===== src/hdl/spq_pkg.sv =====
// Shared types, sizes and codes of the sorted priority queue.
package spq_pkg;

    // Number of entries the queue can hold.
    localparam int DEPTH = 16;
    // Width of the entry count, which must be able to hold DEPTH itself.
    localparam int CNT_W = $clog2(DEPTH + 1);
    // Fixed field widths of the beats.
    localparam int DATA_W = 32;
    localparam int PRIO_W = 16;
    localparam int OCC_W  = 5;
    localparam int STS_W  = 2;

    // Operation codes carried by an input beat.
    localparam logic OP_ENQ = 1'b0;
    localparam logic OP_DEQ = 1'b1;

    // Result status codes.
    typedef enum logic [STS_W-1:0] {
        STS_ENQUEUED = 2'd0,
        STS_DEQUEUED = 2'd1,
        STS_EMPTY    = 2'd2,
        STS_FULL     = 2'd3
    } t_status;

    // Controller states.
    typedef enum logic {
        S_IDLE,
        S_EXEC
    } t_state;

    // Commands from the controller to the datapath.
    typedef struct packed {
        logic load;     // capture the input beat
        logic execute;  // apply the captured operation and load the result
    } t_dp_cmd;

endpackage


===== src/hdl/spq_in_if.sv =====
// Input channel of the sorted priority queue: operation and entry.
interface spq_in_if;
    import spq_pkg::*;

    logic                     valid;
    logic                     ready;
    logic                     operation;
    logic signed [DATA_W-1:0] item_data;
    logic        [PRIO_W-1:0] item_priority;

    modport source (output valid, output operation, output item_data,
                    output item_priority, input ready);
    modport sink   (input valid, input operation, input item_data,
                    input item_priority, output ready);
endinterface


===== src/hdl/spq_out_if.sv =====
// Output channel of the sorted priority queue: status, head entry and occupancy.
interface spq_out_if;
    import spq_pkg::*;

    logic                     valid;
    logic                     ready;
    logic        [STS_W-1:0]  status;
    logic signed [DATA_W-1:0] head_data;
    logic        [PRIO_W-1:0] head_priority;
    logic        [OCC_W-1:0]  occupancy;

    modport source (output valid, output status, output head_data,
                    output head_priority, output occupancy, input ready);
    modport sink   (input valid, input status, input head_data,
                    input head_priority, input occupancy, output ready);
endinterface


===== src/hdl/sorted_priority_queue.sv =====
// Top level of the sorted priority queue.
//
// Holds up to DEPTH entries (data word and priority) in ascending priority
// order, first in first out among equal priorities. Each input beat carries
// an operation: enqueue the carried entry, or dequeue the head entry.
// Every input beat yields exactly one result beat with a status, the removed
// entry on a successful dequeue (zeros otherwise) and the occupancy after it.
// An enqueue to a full queue is dropped and reported; a dequeue on an empty
// queue is reported and changes nothing.
// A beat accepted at an edge is captured, applied to the cell chain in the
// execute state that follows, and its result is registered at the end of
// that state and held on the output. No new beat is taken while one is
// being executed: each operation passes through the capture and execute
// steps of the controller around the single shifting cell chain.
// Reset (synchronous, active low) empties the queue and drops any pending
// result. If the receiver stalls, the result beat holds and no further
// input beat is taken until the result is taken.
module sorted_priority_queue
    import spq_pkg::*;
(
    input  logic      i_clk,
    input  logic      i_rst_n,
    spq_in_if.sink    i_in,
    spq_out_if.source o_out
);

    t_dp_cmd cmd;

    // Sequencing and handshakes.
    spq_ctrl u_ctrl (
        .i_clk       (i_clk),
        .i_rst_n     (i_rst_n),
        .i_in_valid  (i_in.valid),
        .o_in_ready  (i_in.ready),
        .o_out_valid (o_out.valid),
        .i_out_ready (o_out.ready),
        .o_cmd       (cmd)
    );

    // Cell chain and result register.
    spq_dp u_dp (
        .i_clk           (i_clk),
        .i_rst_n         (i_rst_n),
        .i_cmd           (cmd),
        .i_operation     (i_in.operation),
        .i_item_data     (i_in.item_data),
        .i_item_priority (i_in.item_priority),
        .o_status        (o_out.status),
        .o_head_data     (o_out.head_data),
        .o_head_priority (o_out.head_priority),
        .o_occupancy     (o_out.occupancy)
    );

endmodule


===== src/hdl/spq_ctrl.sv =====
// Controller of the sorted priority queue: beat handshakes and sequencing.
module spq_ctrl
    import spq_pkg::*;
(
    input  logic    i_clk,
    input  logic    i_rst_n,
    input  logic    i_in_valid,
    output logic    o_in_ready,
    output logic    o_out_valid,
    input  logic    i_out_ready,
    output t_dp_cmd o_cmd
);

    t_state r_state, n_state;
    logic   r_out_valid, n_out_valid;
    logic   accept;

    // A new beat is taken when idle and the result register is free by the next edge.
    assign o_in_ready = (r_state == S_IDLE) && (!r_out_valid || i_out_ready);
    assign accept     = i_in_valid && o_in_ready;

    // Next state.
    always_comb begin
        n_state = r_state;
        case (r_state)
            S_IDLE: begin
                if (accept) begin
                    n_state = S_EXEC;
                end
            end
            S_EXEC: begin
                n_state = S_IDLE;
            end
            default: begin
                n_state = S_IDLE;
            end
        endcase
    end

    // Commands to the datapath.
    always_comb begin
        o_cmd = '0;
        case (r_state)
            S_IDLE: begin
                o_cmd.load = accept;
            end
            S_EXEC: begin
                o_cmd.execute = 1'b1;
            end
            default: begin
                o_cmd = '0;
            end
        endcase
    end

    // The result beat becomes valid after execution and holds until taken.
    always_comb begin
        n_out_valid = r_out_valid;
        if (r_state == S_EXEC) begin
            n_out_valid = 1'b1;
        end else if (i_out_ready) begin
            n_out_valid = 1'b0;
        end
    end

    // State registers.
    always_ff @(posedge i_clk) begin
        if (!i_rst_n) begin
            r_state     <= S_IDLE;
            r_out_valid <= 1'b0;
        end else begin
            r_state     <= n_state;
            r_out_valid <= n_out_valid;
        end
    end

    assign o_out_valid = r_out_valid;

endmodule


===== src/hdl/spq_dp.sv =====
// Datapath of the sorted priority queue: a chain of shifting cells and the result register.
module spq_dp
    import spq_pkg::*;
(
    input  logic                     i_clk,
    input  logic                     i_rst_n,
    input  t_dp_cmd                  i_cmd,
    input  logic                     i_operation,
    input  logic signed [DATA_W-1:0] i_item_data,
    input  logic        [PRIO_W-1:0] i_item_priority,
    output logic        [STS_W-1:0]  o_status,
    output logic signed [DATA_W-1:0] o_head_data,
    output logic        [PRIO_W-1:0] o_head_priority,
    output logic        [OCC_W-1:0]  o_occupancy
);

    // Cell chain, ordered by ascending priority from cell 0.
    logic        [PRIO_W-1:0] r_prio [DEPTH];
    logic signed [DATA_W-1:0] r_word [DEPTH];
    logic        [PRIO_W-1:0] n_prio [DEPTH];
    logic signed [DATA_W-1:0] n_word [DEPTH];
    logic        [CNT_W-1:0]  r_count, n_count;

    // Captured input beat.
    logic                     r_op;
    logic signed [DATA_W-1:0] r_data;
    logic        [PRIO_W-1:0] r_pri;

    // Result register.
    t_status                  r_out_status, n_out_status;
    logic signed [DATA_W-1:0] r_out_data, n_out_data;
    logic        [PRIO_W-1:0] r_out_prio, n_out_prio;
    logic        [OCC_W-1:0]  r_out_occ, n_out_occ;

    logic             full;
    logic             empty;
    logic [DEPTH-1:0] le;

    assign full  = (r_count == CNT_W'(DEPTH));
    assign empty = (r_count == '0);

    // Each held cell flags whether the new entry belongs behind it.
    always_comb begin
        for (int i = 0; i < DEPTH; i++) begin
            le[i] = (CNT_W'(i) < r_count) && (r_prio[i] <= r_pri);
        end
    end

    // Next contents of the chain and the result.
    always_comb begin
        n_prio       = r_prio;
        n_word       = r_word;
        n_count      = r_count;
        n_out_status = r_out_status;
        n_out_data   = r_out_data;
        n_out_prio   = r_out_prio;
        n_out_occ    = r_out_occ;
        if (i_cmd.execute) begin
            n_out_data = '0;
            n_out_prio = '0;
            if (r_op == OP_ENQ) begin
                if (full) begin
                    n_out_status = STS_FULL;
                end else begin
                    // The first cell not flagged takes the entry; the ones after it shift up.
                    for (int i = 0; i < DEPTH; i++) begin
                        if (!le[i]) begin
                            if (i == 0 || le[(i == 0) ? 0 : i - 1]) begin
                                n_prio[i] = r_pri;
                                n_word[i] = r_data;
                            end else begin
                                n_prio[i] = r_prio[(i == 0) ? 0 : i - 1];
                                n_word[i] = r_word[(i == 0) ? 0 : i - 1];
                            end
                        end
                    end
                    n_count      = r_count + CNT_W'(1);
                    n_out_status = STS_ENQUEUED;
                end
            end else begin
                if (empty) begin
                    n_out_status = STS_EMPTY;
                end else begin
                    // The head leaves and every cell behind it moves one place down.
                    n_out_data = r_word[0];
                    n_out_prio = r_prio[0];
                    for (int i = 0; i < DEPTH - 1; i++) begin
                        n_prio[i] = r_prio[i + 1];
                        n_word[i] = r_word[i + 1];
                    end
                    n_count      = r_count - CNT_W'(1);
                    n_out_status = STS_DEQUEUED;
                end
            end
            n_out_occ = OCC_W'(n_count);
        end
    end

    // Entry count.
    always_ff @(posedge i_clk) begin
        if (!i_rst_n) begin
            r_count <= '0;
        end else begin
            r_count <= n_count;
        end
    end

    // Payload registers.
    always_ff @(posedge i_clk) begin
        if (i_cmd.load) begin
            r_op   <= i_operation;
            r_data <= i_item_data;
            r_pri  <= i_item_priority;
        end
        r_prio       <= n_prio;
        r_word       <= n_word;
        r_out_status <= n_out_status;
        r_out_data   <= n_out_data;
        r_out_prio   <= n_out_prio;
        r_out_occ    <= n_out_occ;
    end

    assign o_status        = r_out_status;
    assign o_head_data     = r_out_data;
    assign o_head_priority = r_out_prio;
    assign o_occupancy     = r_out_occ;

    // The count never passes the capacity.
    a_count_bound: assert property (@(posedge i_clk) disable iff (!i_rst_n)
        r_count <= CNT_W'(DEPTH))
        else $error("entry count above capacity");

    // A dequeue on an empty queue reports empty and leaves the count alone.
    a_deq_empty: assert property (@(posedge i_clk) disable iff (!i_rst_n)
        i_cmd.execute && (r_op == OP_DEQ) && empty
        |=> (r_out_status == STS_EMPTY) && $stable(r_count))
        else $error("dequeue on empty changed the queue");

    // An accepted enqueue grows the count by one.
    a_enq_grow: assert property (@(posedge i_clk) disable iff (!i_rst_n)
        i_cmd.execute && (r_op == OP_ENQ) && !full
        |=> r_count == $past(r_count) + CNT_W'(1))
        else $error("enqueue did not grow the count");

    // The reported occupancy matches the count after each operation.
    a_occ_match: assert property (@(posedge i_clk) disable iff (!i_rst_n)
        i_cmd.execute |=> r_out_occ == OCC_W'(r_count))
        else $error("occupancy differs from the entry count");

endmodule


===== src/flat_wrapper.sv =====
// flat-port wrapper written by rule: the top's interface ports become plain ports
module sorted_priority_queue_flat import spq_pkg::*;
  (i_clk, i_rst_n, i_in_valid, i_in_operation, i_in_item_data, i_in_item_priority, i_in_ready, o_out_valid, o_out_status, o_out_head_data, o_out_head_priority, o_out_occupancy, o_out_ready);
  spq_in_if i_in_i ();
  spq_out_if o_out_i ();
  input  logic i_clk;
  input  logic i_rst_n;
  input wire logic [$bits(i_in_i.valid)-1:0] i_in_valid;
  input wire logic [$bits(i_in_i.operation)-1:0] i_in_operation;
  input wire logic [$bits(i_in_i.item_data)-1:0] i_in_item_data;
  input wire logic [$bits(i_in_i.item_priority)-1:0] i_in_item_priority;
  output wire logic [$bits(i_in_i.ready)-1:0] i_in_ready;
  output wire logic [$bits(o_out_i.valid)-1:0] o_out_valid;
  output wire logic [$bits(o_out_i.status)-1:0] o_out_status;
  output wire logic [$bits(o_out_i.head_data)-1:0] o_out_head_data;
  output wire logic [$bits(o_out_i.head_priority)-1:0] o_out_head_priority;
  output wire logic [$bits(o_out_i.occupancy)-1:0] o_out_occupancy;
  input wire logic [$bits(o_out_i.ready)-1:0] o_out_ready;
  assign i_in_i.valid = i_in_valid;
  assign i_in_i.operation = i_in_operation;
  assign i_in_i.item_data = i_in_item_data;
  assign i_in_i.item_priority = i_in_item_priority;
  assign i_in_ready = i_in_i.ready;
  assign o_out_valid = o_out_i.valid;
  assign o_out_status = o_out_i.status;
  assign o_out_head_data = o_out_i.head_data;
  assign o_out_head_priority = o_out_i.head_priority;
  assign o_out_occupancy = o_out_i.occupancy;
  assign o_out_i.ready = o_out_ready;
  sorted_priority_queue u_core (.i_clk(i_clk), .i_rst_n(i_rst_n), .i_in(i_in_i), .o_out(o_out_i));
endmodule

===== config.mk =====
export PLATFORM = sky130hd
export DESIGN_NAME = sorted_priority_queue_flat
export DESIGN_NICKNAME = d
export VERILOG_FILES = /design/src/hdl/spq_pkg.sv /design/src/hdl/spq_in_if.sv /design/src/hdl/spq_out_if.sv /design/src/hdl/sorted_priority_queue.sv /design/src/hdl/spq_ctrl.sv /design/src/hdl/spq_dp.sv /design/src/flat_wrapper.sv
export SDC_FILE = /design/constraint.sdc
export NUM_CORES = 2
export LEC_CHECK = 0
export ABC_AREA = 1
export BUFFER_PORTS_ARGS = -buffer_cell sky130_fd_sc_hd__buf_2
export CAP_MARGIN = 20
export CELL_PAD_IN_SITES_DETAIL_PLACEMENT = 0
export CELL_PAD_IN_SITES_GLOBAL_PLACEMENT = 1
export CORE_UTILIZATION = 48
export DETAILED_ROUTE_END_ITERATION = 16
export GPL_ROUTABILITY_DRIVEN = 0
export GPL_TIMING_DRIVEN = 0
export PLACE_DENSITY = 0.82
export SYNTH_ARGS = -nofsm -noshare
export SYNTH_HDL_FRONTEND = slang
export SYNTH_SLANG_ARGS = --single-unit

===== constraint.sdc =====
create_clock -name i_clk -period 6.3 [get_ports i_clk]
set_input_delay 0.315 -clock i_clk [delete_from_list [all_inputs] [get_ports i_clk]]
set_output_delay 0.315 -clock i_clk [all_outputs]
set_load 0.02 [all_outputs]

# Word-level counts from Yosys, hierarchy flattened
# Index checks and enable logic that the tools add are counted.
[totals]
ff_bits = 879
elab_cells = 217
[classes]
addsub = 2
n_reduce_logical = 39
n_bitwise = 4
muxes = 80
order_cmp = 32
n_eq_ne = 18
[ops]
columns = ["op", "n"]
rows = [
  ["2-to-1 mux 32 bit", 31],
  ["2-to-1 mux 480 bit", 2],
  ["2-to-1 mux 512 bit", 1],
  ["2-to-1 mux 16 bit", 31],
  ["2-to-1 mux 240 bit", 2],
  ["less-or-equal comparator 16 bit", 16],
  ["2-to-1 mux 256 bit", 1],
  ["AND reduction 4 bit", 16],
  ["less-than comparator 4 x 5 -> 1 bit (first input constant)", 8],
  ["inequality test 2 bit (second input constant)", 17],
  ["less-than comparator 3 x 5 -> 1 bit (first input constant)", 4],
  ["logical AND 1 bit", 18],
  ["2-to-1 mux 5 bit", 3],
  ["less-than comparator 1 x 5 -> 1 bit (first input constant)", 2],
  ["less-than comparator 2 x 5 -> 1 bit (first input constant)", 2],
  ["2-to-1 mux 2 bit", 3],
  ["adder 5 x 1 -> 5 bit (second input constant)", 1],
  ["== test 5 bit (second input constant)", 1],
  ["zero test 5 bit", 1],
  ["2-to-1 mux 1 bit", 5],
  ["subtractor 5 x 1 -> 5 bit (second input constant)", 1],
  ["NOT 1 bit", 4],
  ["case mux 1 bit (2 select lines)", 1],
  ["nonzero test 2 bit", 1],
  ["other kinds (3)", 3],
]

# Longest topological paths before layout
[logic_depth]
word_depth = 6
ltp_mapped = 18
mapped_depth_nobuf = 16

# Cells and area by module
# A second synthesis with hierarchy kept.
[hier_totals]
cells_unflattened = 6602
area_unflattened_um2 = 52673.0
[by_module_without_submodules]
columns = ["module", "instances", "cells_each", "area_each_um2", "seq_area_each_um2"]
rows = [
  ["spq_dp", 1, 6589, 52567.9, 26285.2],
  ["spq_ctrl", 1, 13, 105.1, 40.0],
]

# Worst setup path before layout
# Ideal clock, no wire load.
[synth_timing]
path_kind = "reg-to-reg"
start = "reg u_core.u_dp.r_pri[15]"
end = "reg u_core.u_dp.r_prio[0] (netlist bit), enable pin"
path_stages_with_launch = 10
period_less_slack_ns = 4.690
required_ns = 5.831
setup_ns = 0.469
setup_slack_ns = 1.610
t_arrival_ns = 4.221
path_cell_list = "edfxtp_1 > clkinv_1 > clkbuf_1 > ha_1 > nand2_1 > nor4_1 > nand2_1 > nand2_1 > nand2_1 > a21oi_1"
[synth_via]
elab_chain_len = 4
[synth_rtl]
columns = ["item", "line_no", "source"]
rows = [
  ["from (decl)", "spq_dp.sv:27", "logic [PRIO_W-1:0] r_pri;"],
  ["from (signal assigned)", "spq_dp.sv:113", "r_pri <= i_item_priority;"],
  ["less-or-equal comparator 16 bit", "spq_dp.sv:45", "le[i] = (CNT_W'(i) < r_count) && (r_prio[i] <= r_pri);"],
  ["logical AND 1 bit", "spq_dp.sv:45", ""],
  ["NOT 1 bit (no line)", "--", ""],
  ["AND reduction 4 bit (no line)", "--", ""],
  ["to (signal assigned)", "spq_dp.sv:115", "r_prio <= n_prio;"],
  ["to (decl)", "spq_dp.sv:18", "logic [PRIO_W-1:0] r_prio [DEPTH];"],
]
# Every way passes these cells.
# A chain may end at the register's enable or synchronous reset.

# Final worst setup path
[layout_timing]
start = "reg u_core.u_dp.r_pri[11]"
end = "reg u_core.u_dp.r_word[83] (netlist bit), enable pin"
[layout_via]
elab_chain_len = 4
[layout_rtl]
columns = ["item", "line_no", "source"]
rows = [
  ["less-or-equal comparator 16 bit", "spq_dp.sv:45", ""],
  ["logical AND 1 bit", "spq_dp.sv:45", ""],
  ["inequality test 2 bit (no line)", "--", ""],
  ["AND reduction 4 bit (no line)", "--", ""],
  ["to (signal assigned)", "spq_dp.sv:116", "r_word <= n_word;"],
  ["to (decl)", "spq_dp.sv:19", "logic signed [DATA_W-1:0] r_word [DEPTH];"],
]
# Every way passes these cells.

==> flow_summary.ini <==
[status]
status = completed

[synth]
synth_seq_area_share_pct = 50.0
synthesis.nets = 6913
post_synth_inst_count = 6601
synth_cell_types = 32
yosys_register_bits = 879
syn_area_per_cell_um2 = 7.98
synth_top_cell_area_share_pct = 49.7
most_area_consuming_cells_after_synthesis = sky130_fd_sc_hd__edfxtp_1 (50%), sky130_fd_sc_hd__nand2_1 (17%), sky130_fd_sc_hd__nand3_1 (13%), sky130_fd_sc_hd__ha_1 (6.2%), sky130_fd_sc_hd__inv_1 (5.7%)
synth_area_leader_cell = sky130_fd_sc_hd__edfxtp_1
ys_warn_count = 0
synth_area_um2 = 52700

[floorplanning]
die_w_um = 333
start_util_pct = 48.4
core_area_um2 = 109000
die_height_um = 333
fp.dieArea_um2 = 111000
std_cell_rows = 121
ioPinCount = 110

[detailed_routing]
routed_via_density = 5.10
wire_per_inst_um = 18.2
first_iter_violations = 3815
totalWireLength_mm = 152
drt-pass1-iter-count = 6
drt_drc_violations_left = 0
route.vias.total = 42800
ant_nets = 0

[critical_path]
worst_path_dominant_cell_family = buffers and inverters
crit_required_ps = 6700
cp-start-kind = register
reg2reg_depth = 16
critical_path.endpoint_type = register
timing.reg2reg.setup_slack_ps = 1780
critical_path.most_common_cell = sky130_fd_sc_hd__nand2_1
cp_max_fo = 28
critPathKind = reg2reg
cp_data_arrival_time_ps = 4910
cells_along_the_critical_path = clkinv_1 -> clkbuf_2 -> ha_1 -> nand2_1 -> inv_1 -> nand3_1 -> nor3_1 -> nand2_1 -> nand2_1 -> nand2_1 -> nand2_1 -> buf_2 -> buf_6 -> o21ai_0 -> inv_2 -> buf_12
slowest_stage = sky130_fd_sc_hd__clkbuf_2
critical_path_buf_inv_count = 7
rr_endpoint = u_core.u_dp.r_word[83]
max_stage_delay_ps = 620
timing.rr.start = u_core.u_dp.r_pri[11]

[layout]
final_layout_size_suffix_gt1_share_pct = 7.21
syn2layout_area_growth_pct = 12.6
design.final.nets = 7199
final_core_utilization_pct = 54.5
fillCellCount = 10500
instances_no_fill = 8389

[hold_path]
min_delay_path_depth = 2
min_delay_worst_endpoint = u_core.u_dp.r_data[3]
timing.hold.worst.class = in2reg
worst_hold_startpoint = i_in_item_data[3]

[place]
dp.cells = 8146
post_placement_worst_setup_slack_ps = 1850
placement.io_buffers = 109
hpwlAfterDp_mm = 123

[clock_network]
cts_hold_repair.buffers = 52
clock_tree.buffer_depth = 3
clkLatencyLatePin_ps = 700
clock_sink_count = 879
clock_tree_from_tritoncts = yes
clock-root-buffer = sky130_fd_sc_hd__clkbuf_16
cts-buffers-inserted = 101
post-cts-setup-buffer-count = 0
cts.htree.levels = 3
post_cts_clock_slew_at_the_launch_and_capture_registers_of_the_worst_setup_and_hold_paths_ps = 60
post_cts.resized_instances = 0

[sta]
hold_violations = 0
timing.final.setup_violations = 0
max_clk_rate_mhz = 221
fin_worst_hold_slack_ps = 321
timing.final.crit_period_ps = 4520
slew-limit-headroom_pct = 20.0
final.setup_skew_ps = 25.3
finalSetupTns_ps = 0
worst_pin_slew_ps = 1200
layout_worst_path_cycle_share_pct = 71.7
rsz0062_at_grt = no
fin_ws_ps = 1780
final_max_slew_viol_count = 0

[grt]
all_layer_global_routing_usage_pct = 27.5
maximum_number_of_pins_on_one_net_before_global_route_repair = 60
grt_overflow_total = 0
number_of_global_route_vias_before_repair = 42400
number_of_antenna_violations_at_the_first_check_in_global_routing = 0
grt_pass1_wl_mm = 239

[pwr]
total_leakage_power_nw = 28.3
p_per_area_nw_per_um2 = 268
vdd_drop_max_uv = 213

[run]
timing.max_cap.violations = 0
[where the power goes]
group / switching (W) / internal (W)
registers: 0.000161 / 0.00687
clock network: 0.00251 / 0.00351
logic: 0.00201 / 0.000846
[placed cells by master, fill, tap and decap left out, types with 2 or more instances in the layout]
cell type,Yosys,final
sky130_fd_sc_hd__clkbuf_2,0,11
sky130_fd_sc_hd__xor2_1,2,2
sky130_fd_sc_hd__inv_2,6,21
sky130_fd_sc_hd__nor2_2,3,3
sky130_fd_sc_hd__nor3_1,18,18
sky130_fd_sc_hd__o21ai_1,11,11
sky130_fd_sc_hd__inv_16,0,4
sky130_fd_sc_hd__nand4_1,19,19
sky130_fd_sc_hd__o22ai_1,48,48
sky130_fd_sc_hd__nand2_1,2378,2378
sky130_fd_sc_hd__clkbuf_1,238,252
sky130_fd_sc_hd__buf_8,0,4
sky130_fd_sc_hd__clkinv_1,16,41
sky130_fd_sc_hd__a21o_1,17,17
sky130_fd_sc_hd__buf_1,10,10
sky130_fd_sc_hd__o21ai_0,82,82
sky130_fd_sc_hd__inv_1,804,789
sky130_fd_sc_hd__clkinv_2,0,13
sky130_fd_sc_hd__bufinv_16,0,11
sky130_fd_sc_hd__dlygate4sd3_1,0,52
sky130_fd_sc_hd__edfxtp_1,872,872
sky130_fd_sc_hd__nor2_4,2,3
sky130_fd_sc_hd__ha_1,259,259
sky130_fd_sc_hd__clkinvlp_4,0,4
sky130_fd_sc_hd__buf_4,17,17
sky130_fd_sc_hd__buf_12,0,17
sky130_fd_sc_hd__buf_2,170,279
sky130_fd_sc_hd__a21oi_1,104,103
sky130_fd_sc_hd__clkbuf_16,0,103
sky130_fd_sc_hd__nor2_1,132,131
sky130_fd_sc_hd__dfxtp_1,7,6
sky130_fd_sc_hd__nand3_1,1377,1377
sky130_fd_sc_hd__clkbuf_8,0,4
[layout make-up]
cell class                 count  area, µm²  share of cell area [%]
multi-input combinational   4459      21300                    36.0
buffer                       436       1930                    3.26
sequential                   879      26300                    44.4
timing repair buffer         183       1490                    2.52
antenna                        1       2.50                 0.00422
inverter                     827       3110                    5.24
clock buffer                 132       2730                    4.60
clock inverter                58        608                    1.03
tap                         1414       1770                    2.98
[cell usage after synthesis, drive strengths merged]
cell type     n
a21o         17
a21oi       104
a31oi         2
a32o          1
buf         198
clkbuf      238
clkinv       16
dfxtp         7
edfxtp      872
ha          259
inv         811
nand2      2379
nand3      1377
nand4        19
nor2        137
nor3         18
nor4          1
o21ai        94
o22ai        48
xnor2         1
xor2          2
[worst max path at each step]
stage	cells after the start	startpoint	endpoint	slack (ps)
2_1_floorplan	9	u_core.u_dp.r_pri[15]	u_core.u_dp.r_prio[0]	1610
3_3_place_gp	9	u_core.u_dp.r_pri[10]	u_core.u_dp.r_word[18]	-870
3_5_place_dp	16	u_core.u_dp.r_pri[11]	u_core.u_dp.r_word[83]	1850
4_1_cts	16	u_core.u_dp.r_pri[11]	u_core.u_dp.r_word[84]	1830
5_1_grt	16	u_core.u_dp.r_pri[10]	u_core.u_dp.r_word[70]	1470
6_report	16	u_core.u_dp.r_pri[11]	u_core.u_dp.r_word[83]	1780
[layer usage]
| metal | track usage (%) | vias to the layer above | wire [µm] |
|---|---|---|---|
| li1 | - | 22300 | - |
| met1 | 38.0 | 19000 | 69400 |
| met2 | 45.4 | 1307 | 69900 |
| met3 | 3.48 | 209 | 9520 |
| met4 | 7.86 | 0 | 3600 |
| met5 | 0 | - | 0 |
[through the flow]
step	total power, W	cell area [µm²]
2_1_floorplan	0.00903	52700
3_3_place_gp	0.00988	55000
3_5_place_dp	0.00998	55400
4_1_cts	0.0160	59300
5_1_grt	0.0166	59300
6_report	0.0159	59300
[worst register-to-register path: stages (launching register included)]
cell	delay (ps)
sky130_fd_sc_hd__edfxtp_1	320
sky130_fd_sc_hd__clkinv_1	320
sky130_fd_sc_hd__clkbuf_2	630
sky130_fd_sc_hd__ha_1	520
sky130_fd_sc_hd__nand2_1	50
sky130_fd_sc_hd__inv_1	70
sky130_fd_sc_hd__nand3_1	70
sky130_fd_sc_hd__nor3_1	270
sky130_fd_sc_hd__nand2_1	90
sky130_fd_sc_hd__nand2_1	60
sky130_fd_sc_hd__nand2_1	200
sky130_fd_sc_hd__nand2_1	280
sky130_fd_sc_hd__buf_2	290
sky130_fd_sc_hd__buf_6	180
sky130_fd_sc_hd__o21ai_0	90
sky130_fd_sc_hd__inv_2	470
sky130_fd_sc_hd__buf_12	270
[sequential cells by signal, indices dropped and copies added (netlist names)]
name                         flops
u_core.u_ctrl.o_out_valid        1
u_core.u_ctrl.r_state            1
u_core.u_dp.o_head_data         32
u_core.u_dp.o_head_priority     16
u_core.u_dp.o_occupancy          5
u_core.u_dp.o_status             2
u_core.u_dp.r_count              5
u_core.u_dp.r_data              32
u_core.u_dp.r_op                 1
u_core.u_dp.r_pri               16
u_core.u_dp.r_prio             256
u_core.u_dp.r_word             512
[cell families after synthesis]
logic type	share of synthesized area, %
compound gates	2.76
fa+ha+maj	6.15
flops	50.0
xor+xnor	0.0499
simple gates	31.5
buf+inv	9.55
Power figures use the tool's default switching activity.
